**config.mk**
```make
export PLATFORM = sky130hd
export DESIGN_NAME = kth_permutation_unrank_top
export DESIGN_NICKNAME = d
export VERILOG_FILES = /design/src/sv/kpu_pkg.sv /design/src/sv/kpu_pick.sv /design/src/sv/kth_permutation_unrank_top.sv
export SDC_FILE = /design/constraint.sdc
export NUM_CORES = 1
export LEC_CHECK = 0
export BUFFER_PORTS_ARGS = -buffer_cell sky130_fd_sc_hd__buf_4
export CAP_MARGIN = 5
export CORE_MARGIN = 3
export CORE_UTILIZATION = 50
export CTS_CLUSTER_DIAMETER = 100
export DETAILED_ROUTE_END_ITERATION = 7
export PLACE_DENSITY = 0.73
export SLEW_MARGIN = 5
export SYNTH_ARGS = -nofsm -noshare
export SYNTH_HDL_FRONTEND = slang
export SYNTH_SLANG_ARGS = --single-unit
```
**constraint.sdc**
```tcl
create_clock -name clk -period 19.8 [get_ports clk]
set_input_delay 1.98 -clock clk [delete_from_list [all_inputs] [get_ports clk]]
set_output_delay 1.98 -clock clk [all_outputs]
set_load 0.01 [all_outputs]
```
**src/sv/kpu_pkg.sv**
```systemverilog
// Package for the permutation unranking block: request and result structs,
// sequencer states, field widths and the factorial table. No dependencies.
`default_nettype none

package kpu_pkg;

	localparam int SIZE_W          = 4;
	localparam int RANK_W          = 19;
	localparam int DIGIT_W         = 4;
	localparam int MAX_SYMBOLS_DEF = 9;

	typedef struct packed {
		logic [SIZE_W-1:0] set_size;
		logic [RANK_W-1:0] rank;
	} kpu_req_t;

	typedef struct packed {
		logic [DIGIT_W-1:0] digit;
		logic               last;
		logic               bad_request;
	} kpu_res_t;

	typedef enum logic [1:0] {
		ST_IDLE,
		ST_CHECK,
		ST_DIV
	} kpu_state_t;

	// i! for i = 0..9; larger arguments never reach a used result
	function automatic logic [RANK_W-1:0] fact_f(input logic [SIZE_W-1:0] i);
		logic [RANK_W-1:0] f;
		case (i)
			4'd0:    f = 19'd1;
			4'd1:    f = 19'd1;
			4'd2:    f = 19'd2;
			4'd3:    f = 19'd6;
			4'd4:    f = 19'd24;
			4'd5:    f = 19'd120;
			4'd6:    f = 19'd720;
			4'd7:    f = 19'd5040;
			4'd8:    f = 19'd40320;
			4'd9:    f = 19'd362880;
			default: f = '0;
		endcase
		return f;
	endfunction

endpackage

`default_nettype wire

```
**src/sv/kpu_pick.sv**
```systemverilog
// Selects the idx-th free symbol (0-based) from the used flags.
// Depends on kpu_pkg for widths.
`default_nettype none

module kpu_pick
	import kpu_pkg::*;
#(
	parameter int MAX_SYMBOLS = MAX_SYMBOLS_DEF
) (
	input  wire logic [MAX_SYMBOLS-1:0] used,
	input  wire logic [SIZE_W-1:0]      idx,
	output logic      [DIGIT_W-1:0]     sym,
	output logic      [MAX_SYMBOLS-1:0] hit
);

	always_comb begin
		logic [SIZE_W-1:0] seen;
		logic              found;
		seen  = '0;
		found = 1'b0;
		sym   = '0;
		hit   = '0;
		for (int i = 0; i < MAX_SYMBOLS; i++) begin
			if (!used[i] && !found) begin
				if (seen == idx) begin
					found  = 1'b1;
					sym    = DIGIT_W'(i + 1);
					hit[i] = 1'b1;
				end else begin
					seen = seen + 1'b1;
				end
			end
		end
	end

endmodule

`default_nettype wire

```
**src/sv/kth_permutation_unrank_top.sv**
```systemverilog
// Top level of the k-th permutation unranking block.
// Depends on kpu_pkg and kpu_pick.
//
// Usage:
//   A request (req) carries set_size n and a 1-based rank k. It is taken at a
//   clock edge with req_valid high and req_stall low. The block answers with n
//   results on res, one digit of the k-th lexicographic permutation of 1..n
//   each, last set on the n-th. A bad request (n of 0 or above MAX_SYMBOLS,
//   k of 0 or above n!) gives one result with digit 0, last and bad_request.
//   Sequence: one request at a time. A range check comes first; then each
//   position steps the shared compare/subtract unit once per (p-1)! block
//   skipped (idx counts them) and then emits its digit. A bad result is
//   loaded straight from the range check. req_stall is high from acceptance
//   until the last result is loaded in the output register, so the next
//   request can be taken while that result still waits.
//   A result waiting under res_stall holds; the sequencer pauses before
//   loading a result until the output register is free. Reset (arst_n low)
//   returns to idle and drops res_valid; nothing else needs clearing.
`default_nettype none

module kth_permutation_unrank_top
	import kpu_pkg::*;
#(
	parameter int MAX_SYMBOLS = MAX_SYMBOLS_DEF
) (
	input  wire logic     clk,
	input  wire logic     arst_n,
	input  wire logic     req_valid,
	output logic          req_stall,
	input  wire kpu_req_t req,
	output logic          res_valid,
	input  wire logic     res_stall,
	output kpu_res_t      res
);

	localparam logic [SIZE_W-1:0] MAX_SYM_L = SIZE_W'(MAX_SYMBOLS);

	kpu_state_t             state_q, state_d;
	logic [SIZE_W-1:0]      n_q;
	logic [RANK_W-1:0]      k_q;
	logic [SIZE_W-1:0]      pos_q;
	logic [SIZE_W-1:0]      idx_q;
	logic [MAX_SYMBOLS-1:0] used_q;
	kpu_res_t               res_q;
	logic                   res_valid_q;

	logic [RANK_W-1:0]      f;
	logic                   ge;
	logic [RANK_W-1:0]      diff;
	logic                   out_free;
	logic                   bad;
	logic [DIGIT_W-1:0]     sym;
	logic [MAX_SYMBOLS-1:0] hit;

	logic                   accept;
	logic                   chk_bad_ld;
	logic                   chk_go;
	logic                   div_sub;
	logic                   div_emit;

	// shared compare/subtract against (pos-1)!
	assign f    = fact_f(pos_q - 1'b1);
	assign ge   = k_q >= f;
	assign diff = k_q - f;

	assign out_free = !res_valid_q || !res_stall;
	assign bad      = (n_q == '0) || (n_q > MAX_SYM_L) || (k_q == '0) || (k_q > fact_f(n_q));
	assign accept   = req_valid && !req_stall;

	kpu_pick #(
		.MAX_SYMBOLS(MAX_SYMBOLS)
	) u_pick (
		.used(used_q),
		.idx (idx_q),
		.sym (sym),
		.hit (hit)
	);

	always_comb begin
		state_d    = state_q;
		req_stall  = 1'b1;
		chk_bad_ld = 1'b0;
		chk_go     = 1'b0;
		div_sub    = 1'b0;
		div_emit   = 1'b0;
		case (state_q)
			ST_IDLE: begin
				req_stall = 1'b0;
				if (req_valid) begin
					state_d = ST_CHECK;
				end
			end
			ST_CHECK: begin
				if (bad) begin
					if (out_free) begin
						chk_bad_ld = 1'b1;
						state_d    = ST_IDLE;
					end
				end else begin
					chk_go  = 1'b1;
					state_d = ST_DIV;
				end
			end
			ST_DIV: begin
				if (ge) begin
					div_sub = 1'b1;
				end else if (out_free) begin
					div_emit = 1'b1;
					if (pos_q == SIZE_W'(1)) begin
						state_d = ST_IDLE;
					end
				end
			end
			default: begin
				state_d = ST_IDLE;
			end
		endcase
	end

	always_ff @(posedge clk or negedge arst_n) begin
		if (!arst_n) begin
			state_q     <= ST_IDLE;
			res_valid_q <= 1'b0;
			pos_q       <= '0;
			idx_q       <= '0;
		end else begin
			state_q <= state_d;
			if (chk_bad_ld || div_emit) begin
				res_valid_q <= 1'b1;
			end else if (!res_stall) begin
				res_valid_q <= 1'b0;
			end
			if (chk_go) begin
				pos_q <= n_q;
				idx_q <= '0;
			end else if (div_sub) begin
				idx_q <= idx_q + 1'b1;
			end else if (div_emit) begin
				pos_q <= pos_q - 1'b1;
				idx_q <= '0;
			end
		end
	end

	always_ff @(posedge clk) begin
		if (accept) begin
			n_q <= req.set_size;
			k_q <= req.rank;
		end else if (chk_go) begin
			k_q <= k_q - 1'b1;
		end else if (div_sub) begin
			k_q <= diff;
		end
		if (chk_go) begin
			used_q <= '0;
		end else if (div_emit) begin
			used_q <= used_q | hit;
		end
		if (chk_bad_ld) begin
			res_q.digit       <= '0;
			res_q.last        <= 1'b1;
			res_q.bad_request <= 1'b1;
		end else if (div_emit) begin
			res_q.digit       <= sym;
			res_q.last        <= (pos_q == SIZE_W'(1));
			res_q.bad_request <= 1'b0;
		end
	end

	assign res_valid = res_valid_q;
	assign res       = res_q;

	a_pos_range: assert property (@(posedge clk) disable iff (!arst_n)
		(state_q == ST_DIV) |-> (pos_q != '0 && pos_q <= MAX_SYM_L))
		else $error("position out of range while dividing");

	a_idx_bound: assert property (@(posedge clk) disable iff (!arst_n)
		(state_q == ST_DIV) |-> (idx_q < pos_q))
		else $error("block count reached remaining symbol count");

	a_bad_form: assert property (@(posedge clk) disable iff (!arst_n)
		(res_valid && res.bad_request) |-> (res.digit == '0 && res.last))
		else $error("bad result not a single zero digit");

	a_good_digit: assert property (@(posedge clk) disable iff (!arst_n)
		(res_valid && !res.bad_request) |-> (res.digit != '0 && res.digit <= MAX_SYM_L))
		else $error("digit outside symbol range");

	a_emit_free: assert property (@(posedge clk) disable iff (!arst_n)
		div_emit |-> (sym != '0 && $onehot(hit)))
		else $error("no free symbol found");

endmodule

`default_nettype wire
```
==> results.toml <==
[finish]
fillCellCount = 1041
diodes = 0
area.growth.synth_to_final_pct = 11.0
nNetsFinal = 872
drive_gt1_frac = 0.114

[routing]
ant_nets = 0
vias = 5947
vias_per_cell = 6.31
wl_per_cell_um = 18.2
wirelength_mm = 17.2
drc = 0
drtIter0Drc = 515
first_pass_iters = 6

[cts]
cts_tree = "yes"
path_clk_slew_ns = 0.06
cts_num_sinks = 63
cts_buffer_depth = 2
cts_resized = 0
postCtsSetupRepairBufs = 0
clock_latency_ns = 0.33
cts_buffers = 9
cts_hold_buf = 0
root_buffer = "clkbuf_16"
htreeDepth = 3

[timing]
fmax_mhz = 111
worst_pin_slew_ns = 0.938
fin_crit_ns = 8.99
period_share = 0.454
hold_viol_final = 0
slew_viol_final = 0
setup_viol = 0
grt_setup_unrepaired = "no"
finalSetupTns_ns = 0
clock_skew_ns = 0.00909
slew_headroom = 0.373

[global_route]
grt_overflow = 0
grt_pass1_wl_mm = 27.9
antenna_found_initial = 0
grt_max_degree = 57
grt_pass1_vias = 5717
grt_usage = 0.255

[yosys]
synthCells = 776
synth_warnings = 0
synthTopCellsByArea = "edfxtp_1, ha_1, dfxtp_1, nor2_1, a21oi_1"
synth_edf_count = 23
yosysTopAreaCell = "edfxtp_1"
ys_seq_area_frac = 0.251
synth_most_common_cell = "nor2_1"
synth_common_cells = "nor2_1, nand2_1, a21oi_1, ha_1, inv_1"
netlist_area_mm2 = 0.00615
synth_flop_cell = "dfxtp_1"
ys_types = 84
ys_ff_latch = 63
async_reset_ff_frac = 0.175
avgSynthCellArea_um2 = 7.93
synth_top_area_frac = 0.112
synth_nets = 853

[critical_path]
path_max_fanout = 12
crit_required_ns = 20.07
cp.buffers_inverters = 4
slowest_delay_ns = 0.70
cp_slowest_cell = "dfrtp_1"
critical-path-top-delay-family = "compound AO/OA/AOI/OAI gates"
arrival_ns = 9.27
crit_top_cell = "ha_1"
startpoint_type = "flop"
r2r_start = "idx_q[0]"
crit_type = "flop to flop"
startpoint = "idx_q[0]"
crit_path_end_kind = "flop"

[place]
hpwl_mm = 13.1
place.gp.congestion = 0.965
io_buffers = 34

[worst_hold_path]
holdCritStartpoint = "res[0]"
holdCritPathClass = "flop to flop"

[floorplanning]
die_area_mm2 = 0.0137
die_h_um = 117
io_pins = 35
die_x_um = 117
rows = 39
start_util = 0.525
core_mm2 = 0.0117

[flow_run]
maxCapViolations = 0

[run_status]
outcome = "completed"
-- cell type report --
cell class,count,area [µm²],share of cell area
flip-flops and latches,63,1550,0.226
clock inverters,5,61.3,0.00898
clock buffers,11,275,0.0403
multi-input cells,632,4280,0.627
well taps,143,179,0.0262
inverters,50,190,0.0278
repair buffers,39,293,0.0429
-- stage by stage --
step                worst slack, ns  instances  instance area, µm²  hold slack (ns)   util
finish                        10.81        943                6830            0.457  0.583
global route                  10.25        943                6830            0.501  0.583
global placement              11.40        927                6490            0.440  0.554
detailed placement            11.03        927                6490            0.449  0.554
CTS                           11.02        943                6830            0.463  0.583
floorplan                     12.09        776                6150            0.441      -
-- logic make-up (layout without fill, tap and decap cells) --
| kind of cell | count (synthesis) | in the layout | synth area share |
|---|---|---|---|
| fa+ha+maj | 50 | 50 | 0.103 |
| simple gates | 292 | 292 | 0.241 |
| mux | 15 | 15 | 0.0262 |
| flops | 63 | 63 | 0.251 |
| compound gates | 232 | 232 | 0.261 |
| buf+inv | 81 | 105 | 0.0523 |
| xor+xnor | 43 | 43 | 0.0655 |
-- worst paths after layout --
kind                             endpoint  slack, ns  depth (start not counted)
min in group asynchronous        pos_q[2]       1.48                          1
worst max-delay path            used_q[8]      10.81                         36
worst max register to register  used_q[8]      10.81                         36
max in group asynchronous        idx_q[0]      18.15                          1
worst min register to register     res[0]       0.46                          1
worst min-delay path               res[0]       0.46                          1
-- per-layer routing --
layer | wire length (µm) | share of wire | up-vias | global-route usage
met1 | 7440 | 0.43 | 2832 | 0.322
met2 | 8340 | 0.49 | 207 | 0.442
met3 | 879 | 0.051 | 37 | 0.0355
met5 | 0 | 0 | - | 0
li1 | - | - | 2871 | -
met4 | 509 | 0.030 | 0 | 0.0956
-- layout by cell type (no fill, tap or decap), types with 6 or more instances in the layout --
cell        n
o211ai_1    7
or3_1       9
dfxtp_1    29
nor2_1     79
a21oi_1    57
xnor2_1    18
nand2_1    69
a21boi_0    9
xor2_1     23
nand2b_1   12
mux2i_1     9
nand3_1    20
nor3_1     25
o31a_1     10
a21o_1     16
edfxtp_1   23
a211oi_1   17
ha_1       49
o21a_1      8
nor2b_1    11
dfrtp_1    11
a22oi_1     6
inv_1      48
clkbuf_16  11
nor4_1      6
nand4_1    10
buf_4      39
o21ai_0    47
and2_1      9
Power is left out: the tool's default activity adds up to more than one toggle a clock period on the data nets, which glitch-free logic cannot reach.
